File: src/rtl/rrpd_pkg.sv
// Package for the receive ring packet deframer.
// Holds ring constants, header byte codes, phase type and the result word struct.
// No dependencies.
`timescale 1ns / 1ps
`default_nettype none

package rrpd_pkg;

	localparam int unsigned RING_SIZE = 8192;
	localparam int unsigned OFS_W     = 14;

	localparam logic [15:0] BUSY_LEN       = 16'hFFF0;
	localparam logic [15:0] CAPR_BIAS      = 16'h0010;
	localparam logic [15:0] MAX_LENGTH_RST = 16'd1518;
	localparam logic [15:0] CRC_BYTES      = 16'd4;
	localparam logic [15:0] HDR_BYTES      = 16'd4;
	localparam logic [15:0] ALIGN_ROUND    = 16'd3;

	// header byte position
	localparam logic [1:0] HDR_STAT_LO = 2'd0;
	localparam logic [1:0] HDR_STAT_HI = 2'd1;
	localparam logic [1:0] HDR_LEN_LO  = 2'd2;
	localparam logic [1:0] HDR_LEN_HI  = 2'd3;

	typedef enum logic {
		PH_HEADER  = 1'b0,
		PH_PAYLOAD = 1'b1
	} phase_t;

	typedef struct packed {
		logic             out_valid;
		logic [7:0]       out_byte;
		logic             frame_end;
		logic             frame_good;
		logic [15:0]      frame_length;
		logic             capr_write;
		logic [15:0]      capr_value;
		logic             not_ready;
		logic [OFS_W-1:0] read_offset;
	} res_t;

endpackage

`default_nettype wire

File: src/rtl/rx_ring_packet_deframer.sv
// Receive ring packet deframer top level: header parse, payload delivery, next offset.
// Depends on rrpd_pkg.
//
//   channel  | handshake                    | payload
//   ---------+------------------------------+---------------------------------------
//   item     | item_valid / item_stall      | ring_empty, ring_byte
//   result   | result_valid / result_stall  | out_valid .. read_offset (one per item)
//   config   | max_length_we                | max_length_wdata
//
// One ring byte per cycle while item_stall is low; each result word is registered.
// All per-item work is one combinational pass from state and input into the result register.
// A skid register holds one word while result_stall is high; item_stall rises only when
// the skid register is full.
// arst_n clears all state but the result and skid payload words; max_length returns to 1518.
`timescale 1ns / 1ps
`default_nettype none

module rx_ring_packet_deframer (
	input  wire                          clk,
	input  wire                          arst_n,
	input  wire                          max_length_we,
	input  wire  [15:0]                  max_length_wdata,
	input  wire                          item_valid,
	output logic                         item_stall,
	input  wire                          ring_empty,
	input  wire  [7:0]                   ring_byte,
	output logic                         result_valid,
	input  wire                          result_stall,
	output logic                         out_valid,
	output logic [7:0]                   out_byte,
	output logic                         frame_end,
	output logic                         frame_good,
	output logic [15:0]                  frame_length,
	output logic                         capr_write,
	output logic [15:0]                  capr_value,
	output logic                         not_ready,
	output logic [rrpd_pkg::OFS_W-1:0]   read_offset
);
	import rrpd_pkg::*;

	// state
	logic [15:0]      max_length_q;
	phase_t           phase_q, phase_d;
	logic [1:0]       hdr_cnt_q, hdr_cnt_d;
	logic [15:0]      status_q, status_d;
	logic [15:0]      length_q, length_d;
	logic [OFS_W-1:0] pkt_start_q, pkt_start_d;
	logic [OFS_W-1:0] read_pos_q, read_pos_d;
	logic [15:0]      dlv_cnt_q, dlv_cnt_d;
	logic [15:0]      dlv_total_q, dlv_total_d;

	// output register and skid
	res_t res_q, skid_q, res_d;
	logic res_valid_q, skid_valid_q;
	logic in_fire;

	// decode
	logic [15:0]      len_full;
	logic             len_busy;
	logic             frm_good;
	logic [15:0]      flen_raw, flen;
	logic [15:0]      nxt16;
	logic [OFS_W-1:0] nxt_ofs;
	logic [15:0]      cnt_inc;
	logic             hdr_last;
	logic             hdr_close;
	logic             pay_close;

	assign item_stall = skid_valid_q;
	assign in_fire    = item_valid && !skid_valid_q;

	always_comb begin
		len_full = (hdr_cnt_q == HDR_LEN_HI) ? {ring_byte, length_q[7:0]} : length_q;
		len_busy = (len_full == 16'd0) || (len_full == BUSY_LEN);
		frm_good = status_q[0] && (len_full >= CRC_BYTES);
		flen_raw = len_full - CRC_BYTES;
		flen     = frm_good ? ((flen_raw > max_length_q) ? max_length_q : flen_raw) : 16'd0;
		// dword align past header and frame, on 16 bits
		nxt16    = ({2'b00, pkt_start_q} + len_full + HDR_BYTES + ALIGN_ROUND) & ~16'd3;
		nxt_ofs  = OFS_W'(nxt16 % RING_SIZE);
		cnt_inc  = dlv_cnt_q + 16'd1;
		hdr_last = (phase_q == PH_HEADER) && (hdr_cnt_q == HDR_LEN_HI);
		hdr_close = hdr_last && !len_busy && !(frm_good && (flen != 16'd0));
		pay_close = (phase_q == PH_PAYLOAD) && (cnt_inc >= dlv_total_q);
	end

	// next state
	always_comb begin
		phase_d     = phase_q;
		hdr_cnt_d   = hdr_cnt_q;
		status_d    = status_q;
		length_d    = length_q;
		pkt_start_d = pkt_start_q;
		read_pos_d  = read_pos_q;
		dlv_cnt_d   = dlv_cnt_q;
		dlv_total_d = dlv_total_q;
		if (!ring_empty) begin
			if (phase_q == PH_HEADER) begin
				case (hdr_cnt_q)
					HDR_STAT_LO: status_d = {8'h00, ring_byte};
					HDR_STAT_HI: status_d = {ring_byte, status_q[7:0]};
					HDR_LEN_LO:  length_d = {8'h00, ring_byte};
					default:     length_d = len_full;
				endcase
				if (!hdr_last) begin
					hdr_cnt_d  = hdr_cnt_q + 2'd1;
					read_pos_d = read_pos_q + OFS_W'(1);
				end else if (len_busy) begin
					hdr_cnt_d  = HDR_STAT_LO;
					read_pos_d = pkt_start_q;
				end else if (!hdr_close) begin
					phase_d     = PH_PAYLOAD;
					hdr_cnt_d   = HDR_STAT_LO;
					dlv_cnt_d   = 16'd0;
					dlv_total_d = flen;
					read_pos_d  = pkt_start_q + OFS_W'(HDR_BYTES);
				end
			end else begin
				dlv_cnt_d = cnt_inc;
				if (!pay_close) begin
					read_pos_d = read_pos_q + OFS_W'(1);
				end
			end
			if (hdr_close || pay_close) begin
				pkt_start_d = nxt_ofs;
				read_pos_d  = nxt_ofs;
				phase_d     = PH_HEADER;
				hdr_cnt_d   = HDR_STAT_LO;
				dlv_cnt_d   = 16'd0;
				dlv_total_d = 16'd0;
			end
		end
	end

	// result word
	always_comb begin
		res_d = '0;
		if (!ring_empty) begin
			if (phase_q == PH_PAYLOAD) begin
				res_d.out_valid = 1'b1;
				res_d.out_byte  = ring_byte;
			end
			res_d.not_ready = hdr_last && len_busy;
			if (hdr_close || pay_close) begin
				res_d.frame_end    = 1'b1;
				res_d.frame_good   = pay_close || frm_good;
				res_d.frame_length = pay_close ? dlv_total_q : 16'd0;
				res_d.capr_write   = 1'b1;
				res_d.capr_value   = {{(16-OFS_W){1'b0}}, nxt_ofs} - CAPR_BIAS;
			end
		end
		res_d.read_offset = read_pos_d;
	end

	always_ff @(posedge clk or negedge arst_n) begin
		if (!arst_n) begin
			max_length_q <= MAX_LENGTH_RST;
			phase_q      <= PH_HEADER;
			hdr_cnt_q    <= HDR_STAT_LO;
			status_q     <= '0;
			length_q     <= '0;
			pkt_start_q  <= '0;
			read_pos_q   <= '0;
			dlv_cnt_q    <= '0;
			dlv_total_q  <= '0;
		end else begin
			if (max_length_we) begin
				max_length_q <= max_length_wdata;
			end
			if (in_fire) begin
				phase_q     <= phase_d;
				hdr_cnt_q   <= hdr_cnt_d;
				status_q    <= status_d;
				length_q    <= length_d;
				pkt_start_q <= pkt_start_d;
				read_pos_q  <= read_pos_d;
				dlv_cnt_q   <= dlv_cnt_d;
				dlv_total_q <= dlv_total_d;
			end
		end
	end

	always_ff @(posedge clk or negedge arst_n) begin
		if (!arst_n) begin
			res_valid_q  <= 1'b0;
			skid_valid_q <= 1'b0;
		end else begin
			if (!res_valid_q || !result_stall) begin
				if (skid_valid_q) begin
					res_valid_q  <= 1'b1;
					skid_valid_q <= 1'b0;
				end else begin
					res_valid_q <= in_fire;
				end
			end else if (in_fire) begin
				skid_valid_q <= 1'b1;
			end
		end
	end

	// payload registers
	always_ff @(posedge clk) begin
		if (!res_valid_q || !result_stall) begin
			res_q <= skid_valid_q ? skid_q : res_d;
		end else if (in_fire) begin
			skid_q <= res_d;
		end
	end

	assign result_valid = res_valid_q;
	assign out_valid    = res_q.out_valid;
	assign out_byte     = res_q.out_byte;
	assign frame_end    = res_q.frame_end;
	assign frame_good   = res_q.frame_good;
	assign frame_length = res_q.frame_length;
	assign capr_write   = res_q.capr_write;
	assign capr_value   = res_q.capr_value;
	assign not_ready    = res_q.not_ready;
	assign read_offset  = res_q.read_offset;

`ifndef SYNTHESIS
	a_skid_needs_out: assert property (@(posedge clk) disable iff (!arst_n)
		skid_valid_q |-> res_valid_q)
		else $error("skid word held while result register empty");

	a_skid_on_stall: assert property (@(posedge clk) disable iff (!arst_n)
		$rose(skid_valid_q) |-> $past(result_stall))
		else $error("skid filled without a downstream stall");

	a_payload_total: assert property (@(posedge clk) disable iff (!arst_n)
		(phase_q == PH_PAYLOAD) |-> (dlv_total_q != 16'd0) && (dlv_cnt_q < dlv_total_q))
		else $error("payload phase with no bytes left to deliver");

	a_header_pos: assert property (@(posedge clk) disable iff (!arst_n)
		(phase_q == PH_HEADER) |->
			(read_pos_q == pkt_start_q + OFS_W'(hdr_cnt_q)) && (dlv_cnt_q == 16'd0))
		else $error("header read position out of step with header count");

	a_end_writes_capr: assert property (@(posedge clk) disable iff (!arst_n)
		(res_valid_q && res_q.frame_end) |-> res_q.capr_write && !res_q.not_ready)
		else $error("frame end without consumed pointer write");
`endif

endmodule

`default_nettype wire

File: config.mk
export PLATFORM = sky130hd
export DESIGN_NAME = rx_ring_packet_deframer
export DESIGN_NICKNAME = d
export VERILOG_FILES = /design/src/rtl/rrpd_pkg.sv /design/src/rtl/rx_ring_packet_deframer.sv
export SDC_FILE = /design/constraint.sdc
export NUM_CORES = 1
export LEC_CHECK = 0
export ABC_AREA = 0
export BUFFER_PORTS_ARGS = -buffer_cell sky130_fd_sc_hd__buf_2
export CAP_MARGIN = 20
export CORE_MARGIN = 5
export CORE_UTILIZATION = 35
export DETAILED_ROUTE_END_ITERATION = 8
export HOLD_SLACK_MARGIN = 0.1
export PLACE_DENSITY = 0.62
export SYNTH_ARGS = -nofsm -noshare
export SYNTH_HDL_FRONTEND = slang
export SYNTH_SLANG_ARGS = --single-unit
File: constraint.sdc
create_clock -name clk -period 5.9 [get_ports clk]
set_input_delay 0.295 -clock clk [delete_from_list [all_inputs] [get_ports clk]]
set_output_delay 0.295 -clock clk [all_outputs]
set_load 0.02 [all_outputs]
# After elaboration in Yosys (flattened, before gate mapping)
# Index checks and enable logic that the tools add are counted.
[totals]
reg_bits = 213
mem_bits_rw = 0
memories = 0
output_inout_bits = 61
in_bits = 30
mem_bits_ro = 0
latchBits = 0
[classes]
n_eq_ne = 10
addsub = 9
mux = 40
n_shift = 0
order_cmp = 3
n_div = 0
reduce_logical = 32
n_bitwise = 5
n_mul = 0
[ops]
columns = ["op", "count"]
rows = [
  ["$mux W16", 14],
  ["$mux W14", 7],
  ["$mux W59", 1],
  ["$mux W45", 1],
  ["$mux W35", 1],
  ["$pmux W16 S2", 1],
  ["$add A16 B1 Y16 const B", 1],
  ["$eq A16 B16 Y1 const B", 1],
  ["$ge A16 B16 Y1", 1],
  ["$ge A16 B3 Y1 const B", 1],
  ["$gt A16 B16 Y1", 1],
  ["$logic_not A16 Y1", 1],
  ["$reduce_bool A16 Y1", 1],
  ["$sub A16 B3 Y16 const B", 1],
  ["$add A13 B3 Y14 const B", 1],
  ["$add A14 B1 Y14 const B", 1],
  ["$sub A13 B5 Y14 const B", 1],
  ["$add A13 B13 Y13", 1],
  ["$add A13 B2 Y13 const B", 1],
  ["$add A13 B3 Y13 const B", 1],
  ["$mux W2", 5],
  ["$reduce_and A5 Y1", 2],
  ["$mux W9", 1],
  ["$logic_and A1 B1 Y1", 8],
  ["other kinds (19)", 44],
]

# Depth between registers and ports, before layout
[logic_depth]
depth_word = 17
mapped_depth = 19
mapped_depth_nobuf = 15

# Worst setup path before layout
# Ideal clock, no wire load.
[synth_timing]
path_type = "flip-flop to flip-flop"
from = "register hdr_cnt_q[0]"
to = "register res_q, in the netlist read_offset[3] (data pin)"
t_arrival_ps = 4388
path_slack_ps = 1239
required_ps = 5627
n_path_buf = 2
stages_incl_launch_ff = 17
path_cell_list = "dfrtp_1 ha_1 nor4_1 o21ai_1 buf_4 or4_4 and2_1 ha_1 and4_1 nand4_1 or3_1 o31a_1 clkbuf_1 a221oi_1 a21oi_2 a221oi_1 a21oi_1"
[synth_between]
elab_chain_len = 17
word_cells_on_any_way = 26
cone_classes = "add/sub: 1; order compare: 2; eq/ne: 2; mux: 10; reduce/logical: 11"
[synth_rtl]
columns = ["element", "line_no", "text"]
rows = [
  ["start: declaration", "rx_ring_packet_deframer.sv:44", "logic [1:0] hdr_cnt_q, hdr_cnt_d;"],
  ["start signal: assignment", "rx_ring_packet_deframer.sv:172", "hdr_cnt_q <= hdr_cnt_d;"],
  ["$eq A2 B2 Y1 (*)", "rx_ring_packet_deframer.sv:73, rx_ring_packet_deframer.sv:82", ""],
  ["$mux W16", "rx_ring_packet_deframer.sv:73", "len_full = (hdr_cnt_q == HDR_LEN_HI) ? {ring_byte, length_q[7:0]} : length_q;"],
  ["$sub A16 B3 Y16", "rx_ring_packet_deframer.sv:76", "flen_raw = len_full - CRC_BYTES;"],
  ["$gt A16 B16 Y1", "rx_ring_packet_deframer.sv:77", "flen = frm_good ? ((flen_raw > max_length_q) ? max_length_q : flen_raw) : 16'd0;"],
  ["$mux W16 (2 in series)", "rx_ring_packet_deframer.sv:77", ""],
  ["$reduce_bool A16 Y1", "rx_ring_packet_deframer.sv:83", "hdr_close = hdr_last && !len_busy && !(frm_good && (flen != 16'd0));"],
  ["$logic_and A1 B1 Y1", "rx_ring_packet_deframer.sv:83", ""],
  ["$logic_not A1 Y1", "rx_ring_packet_deframer.sv:83", ""],
  ["$logic_and A1 B1 Y1", "rx_ring_packet_deframer.sv:83", ""],
  ["$mux W14", "rx_ring_packet_deframer.sv:111", "end else if (!hdr_close) begin"],
  ["$mux W14", "rx_ring_packet_deframer.sv:108", "end else if (len_busy) begin"],
  ["$mux W14", "rx_ring_packet_deframer.sv:105", "if (!hdr_last) begin"],
  ["$mux W14", "rx_ring_packet_deframer.sv:98", "if (phase_q == PH_HEADER) begin"],
  ["$mux W14 (*)", "rx_ring_packet_deframer.sv:124", "if (hdr_close || pay_close) begin"],
  ["$mux W14 (*)", "rx_ring_packet_deframer.sv:97", "if (!ring_empty) begin"],
  ["$mux W59 (*)", "rx_ring_packet_deframer.sv:204", "res_q <= skid_valid_q ? skid_q : res_d;"],
  ["end signal: assignment", "rx_ring_packet_deframer.sv:204", ""],
  ["end: declaration", "rx_ring_packet_deframer.sv:53", "res_t res_q, skid_q, res_d;"],
]
# Every way passes the cells marked *; elsewhere a longest branch is shown, timed or not.
# A chain may end at the register's enable or synchronous reset.

# Worst setup path after layout
[layout_timing]
from = "register length_q[4]"
to = "register pkt_start_q[10]"
[layout_between]
elab_chain_len = 11
word_cells_on_any_way = 21
cone_classes = "add/sub: 4; order compare: 2; eq/ne: 1; mux: 3; reduce/logical: 11"
[layout_rtl]
columns = ["element", "line_no", "text"]
rows = [
  ["start: declaration", "rx_ring_packet_deframer.sv:46", "logic [15:0] length_q, length_d;"],
  ["start signal: assignment", "rx_ring_packet_deframer.sv:174", "length_q <= length_d;"],
  ["$mux W16 (*)", "rx_ring_packet_deframer.sv:73", ""],
  ["$sub A16 B3 Y16", "rx_ring_packet_deframer.sv:76", ""],
  ["$gt A16 B16 Y1", "rx_ring_packet_deframer.sv:77", ""],
  ["$mux W16 (2 in series)", "rx_ring_packet_deframer.sv:77", ""],
  ["$reduce_bool A16 Y1", "rx_ring_packet_deframer.sv:83", ""],
  ["$logic_and A1 B1 Y1", "rx_ring_packet_deframer.sv:83", ""],
  ["$logic_not A1 Y1", "rx_ring_packet_deframer.sv:83", ""],
  ["$logic_and A1 B1 Y1", "rx_ring_packet_deframer.sv:83", ""],
  ["$logic_or A1 B1 Y1", "rx_ring_packet_deframer.sv:124", ""],
  ["$reduce_and A3 Y1 (no line)", "n/a", ""],
  ["end signal: assignment", "rx_ring_packet_deframer.sv:175", "pkt_start_q <= pkt_start_d;"],
  ["end: declaration", "rx_ring_packet_deframer.sv:47", "logic [OFS_W-1:0] pkt_start_q, pkt_start_d;"],
]
# Marks and branches as above.

==> results.yml <==
logic_synthesis:
  syn_avg_cell_area_um2: 10.4
  synth_top_area_share_pct: 27.4
  ys_warn_count: 0
  synth_common_cells: "121 x nand2_1, 108 x edfxtp_1, 87 x dfrtp_1, 76 x nor2_1, 69 x o21ai_0"
  syn_area_um2: 11800
  synth_ff_type: "edfxtp_1"
  async_reset_ff_share_pct: 46.8
  yosys.area.top_type: "edfxtp_1"
  synth-seq-cells: 203
  synthDistinctLibCells: 85
  syn_inst: 1133
  ys_seq_area_share_pct: 47.6
  yosys-top-cells-area: "edfxtp_1 27%, dfrtp_1 18%, ha_1 6.7%, mux2_2 5.0%, nand2_1 3.8%"
  synth_edf_count: 108
  yosys.cell_count.top_type: "nand2_1"
hold_path:
  worstHoldPathType: "input pin to register"
  hold_start: "ring_byte[3]"
  worstHoldPathCells: 2
  min_to: "length_q[3]$_DFFE_PN0P_"
detailed_routing:
  wl_per_cell_um: 19.4
  vias: 9197
  vias_per_cell: 5.44
  dr.first_iter.drc_count: 752
  drtAntennaViolNets: 0
  firstDrtPassIters: 5
  routed_wl_um: 32700
  drc: 0
sta:
  hold-worst-slack_ns: 0.131
  setup_tns_ns: 0
  maxSlewHeadroom_pct: 25.8
  min_period_over_period_pct: 88.8
  finalHoldViolations: 0
  setup_viol: 0
  rsz0062_at_grt: "no"
  finalCriticalPeriod_ns: 5.24
  final_max_slew_viol_count: 0
  skew_ns: 0.0170
  max_freq_ghz: 0.191
  layout_setup_ws_ns: 0.662
  tightest_slew_ns: 1.11
floorplan:
  fp-row-count: 67
  io_pins: 91
  start_util_pct: 35.3
  die-area_um2: 37600
  die_w_um: 194
  core_um2: 33400
  fp.dieH_um: 194
global_routing:
  grt_pass1_wl_um: 51500
  grt.met1_usage_pct: 25.2
  grt_pass1_vias: 8915
  gr-total-overflow: 0
  grt_max_degree: 58
  met3_usage_pct: 2.14
  busiest_layer: "met2"
  met2_usage_pct: 25.9
  grt_util_all_layers_pct: 16.8
  antenna_found_initial: 0
flow_run:
  maxCapViolCount: 0
clock_network:
  root_buffer: "clkbuf_16"
  cts_max_path_buffers: 3
  cts_hold_buf: 18
  worstSkewPairLatency_ns: 0.52
  cts_resized: 0
  clk_pin_slew_ns: 0.06
  cts_setup_buffers: 0
  cts_sinks: 203
  htree_num_levels: 1
  cts_tree: "built"
  cts_buffers: 23
placed_design:
  gp_congestion: 0.919
  dp_hpwl_um: 24200
  portBuffers: 88
  pre_cts_slack_ns: 0.777
setup_path:
  r2r_slack_ns: 0.66
  critPathSlowestCell: "nor4_2"
  path_cells: "nor4_2, nand2_1, or4_4, and2_1, ha_1, and4_1, nand4_1, or3_1, o31a_1, and4b_1, o21ai_2, a21oi_2, mux2_2"
  start_kind: "register"
  rr_worst_depth: 13
  path_delay_family: "simple AND/OR/NAND/NOR gates"
  path_class: "register to register"
  slowest_delay_ns: 0.69
  rr_startpoint: "length_q[4]$_DFFE_PN0P_"
  regToRegEndpoint: "pkt_start_q[10]$_DFFE_PN0P_"
  cp.required_ns: 6.29
  cp.arrival_ns: 5.63
  endpoint_kind: "register"
  cp_max_fo: 12
  path_buf_inv: 0
finish:
  syn2layout_area_growth_pct: 15.5
  drive_gt1_share_pct: 18.7
  seq_area_um2: 5630
  fin_nets: 1321
  antennaDiodeCount: 0
  fill_cells: 3265
  multi_input_area_um2: 5680
pwr:
  p_leak_nw: 5.71
  power_density_nw_per_um2: 567
  vdd_drop_max_v: 0.000350
outcome:
  status: "finished clean"
## cells by family after synthesis
kind of cell,share of synthesized area (%)
AOI/OAI and AO/OA,14.9
xor gates and xnor gates,3.85
adders and majority gates,6.84
buffers and inverters,4.47
DFF,47.6
muxes,7.11
other,0.0317
and+or+nand+nor,15.2
## metrics by stage
step / util (%) / instance area, um2 / instances / total power [mW]
after floorplan: - / 11800 / 1134 / 4.94
after global placement: 38.0 / 12700 / 1631 / 6.20
after detailed placement: 38.0 / 12700 / 1632 / 6.26
after CTS: 40.8 / 13700 / 1691 / 7.75
after global routing: 40.8 / 13700 / 1691 / 8.25
final: 40.8 / 13700 / 1691 / 7.74
## flip-flops by register name (all words and copies together) (netlist names), 2 cells and up
register / count
capr_value: 12
dlv_cnt_q: 16
dlv_total_q: 16
frame_length: 16
hdr_cnt_q: 2
length_q: 16
max_length_q: 16
out_byte: 8
pkt_start_q: 11
read_offset: 14
read_pos_q: 14
skid_q: 54
## cells in the final DEF, fill, tap and decap left out, types with 38 or more instances in the layout
master,n
dfrtp_1,87
and3_1,38
edfxtp_1,108
ha_1,63
mux2_2,52
nor2_1,75
o21ai_0,68
nand2_1,120
inv_1,59
buf_2,87
## area by class of cell
| class | instances | area share [%] |
|---|---|---|
| Clock buffer | 28 | 4.42 |
| Clock inverter | 13 | 1.11 |
| Inverter | 59 | 1.62 |
| Multi-Input combinational cell | 809 | 41.6 |
| Sequential cell | 203 | 41.2 |
| Tap cell | 448 | 4.10 |
| Timing Repair Buffer | 131 | 5.96 |
## power by group
part | total (mW) | switching, mW | internal (mW)
combinational | 4.08 | 2.65 | 1.43
clock | 1.44 | 0.581 | 0.861
sequential | 2.23 | 0.346 | 1.88
## layer usage
layer | up-vias | part of all wire, %
met4 | 0 | 1.8
met1 | 4466 | 46
li1 | 4374 | -
met3 | 40 | 6.6
met5 | - | 0
met2 | 317 | 45
## worst register-to-register path, delay by kind of cell, from the launching register on
family	cells	cell delay, ns
flops	1	0.47
mux	1	0.41
simple gates	8	2.90
compound gates	3	1.05
fa+ha+maj	1	0.28
## worst max path at each step
stage / from / cells after the start / endpoint / slack [ns]
floorplan: hdr_cnt_q[0]$_DFFE_PN0P_ / 16 / read_offset[3]$_DFFE_PN_ / 1.24
global placement: length_q[4]$_DFFE_PN0P_ / 13 / pkt_start_q[3]$_DFFE_PN0P_ / 0.89
detailed placement: hdr_cnt_q[0]$_DFFE_PN0P_ / 14 / pkt_start_q[11]$_DFFE_PN0P_ / 0.78
CTS: length_q[4]$_DFFE_PN0P_ / 13 / pkt_start_q[6]$_DFFE_PN0P_ / 0.74
global route: length_q[4]$_DFFE_PN0P_ / 13 / pkt_start_q[10]$_DFFE_PN0P_ / 0.36
finish: length_q[4]$_DFFE_PN0P_ / 13 / pkt_start_q[10]$_DFFE_PN0P_ / 0.66
No activity file was read; power rests on OpenSTA's default activity.
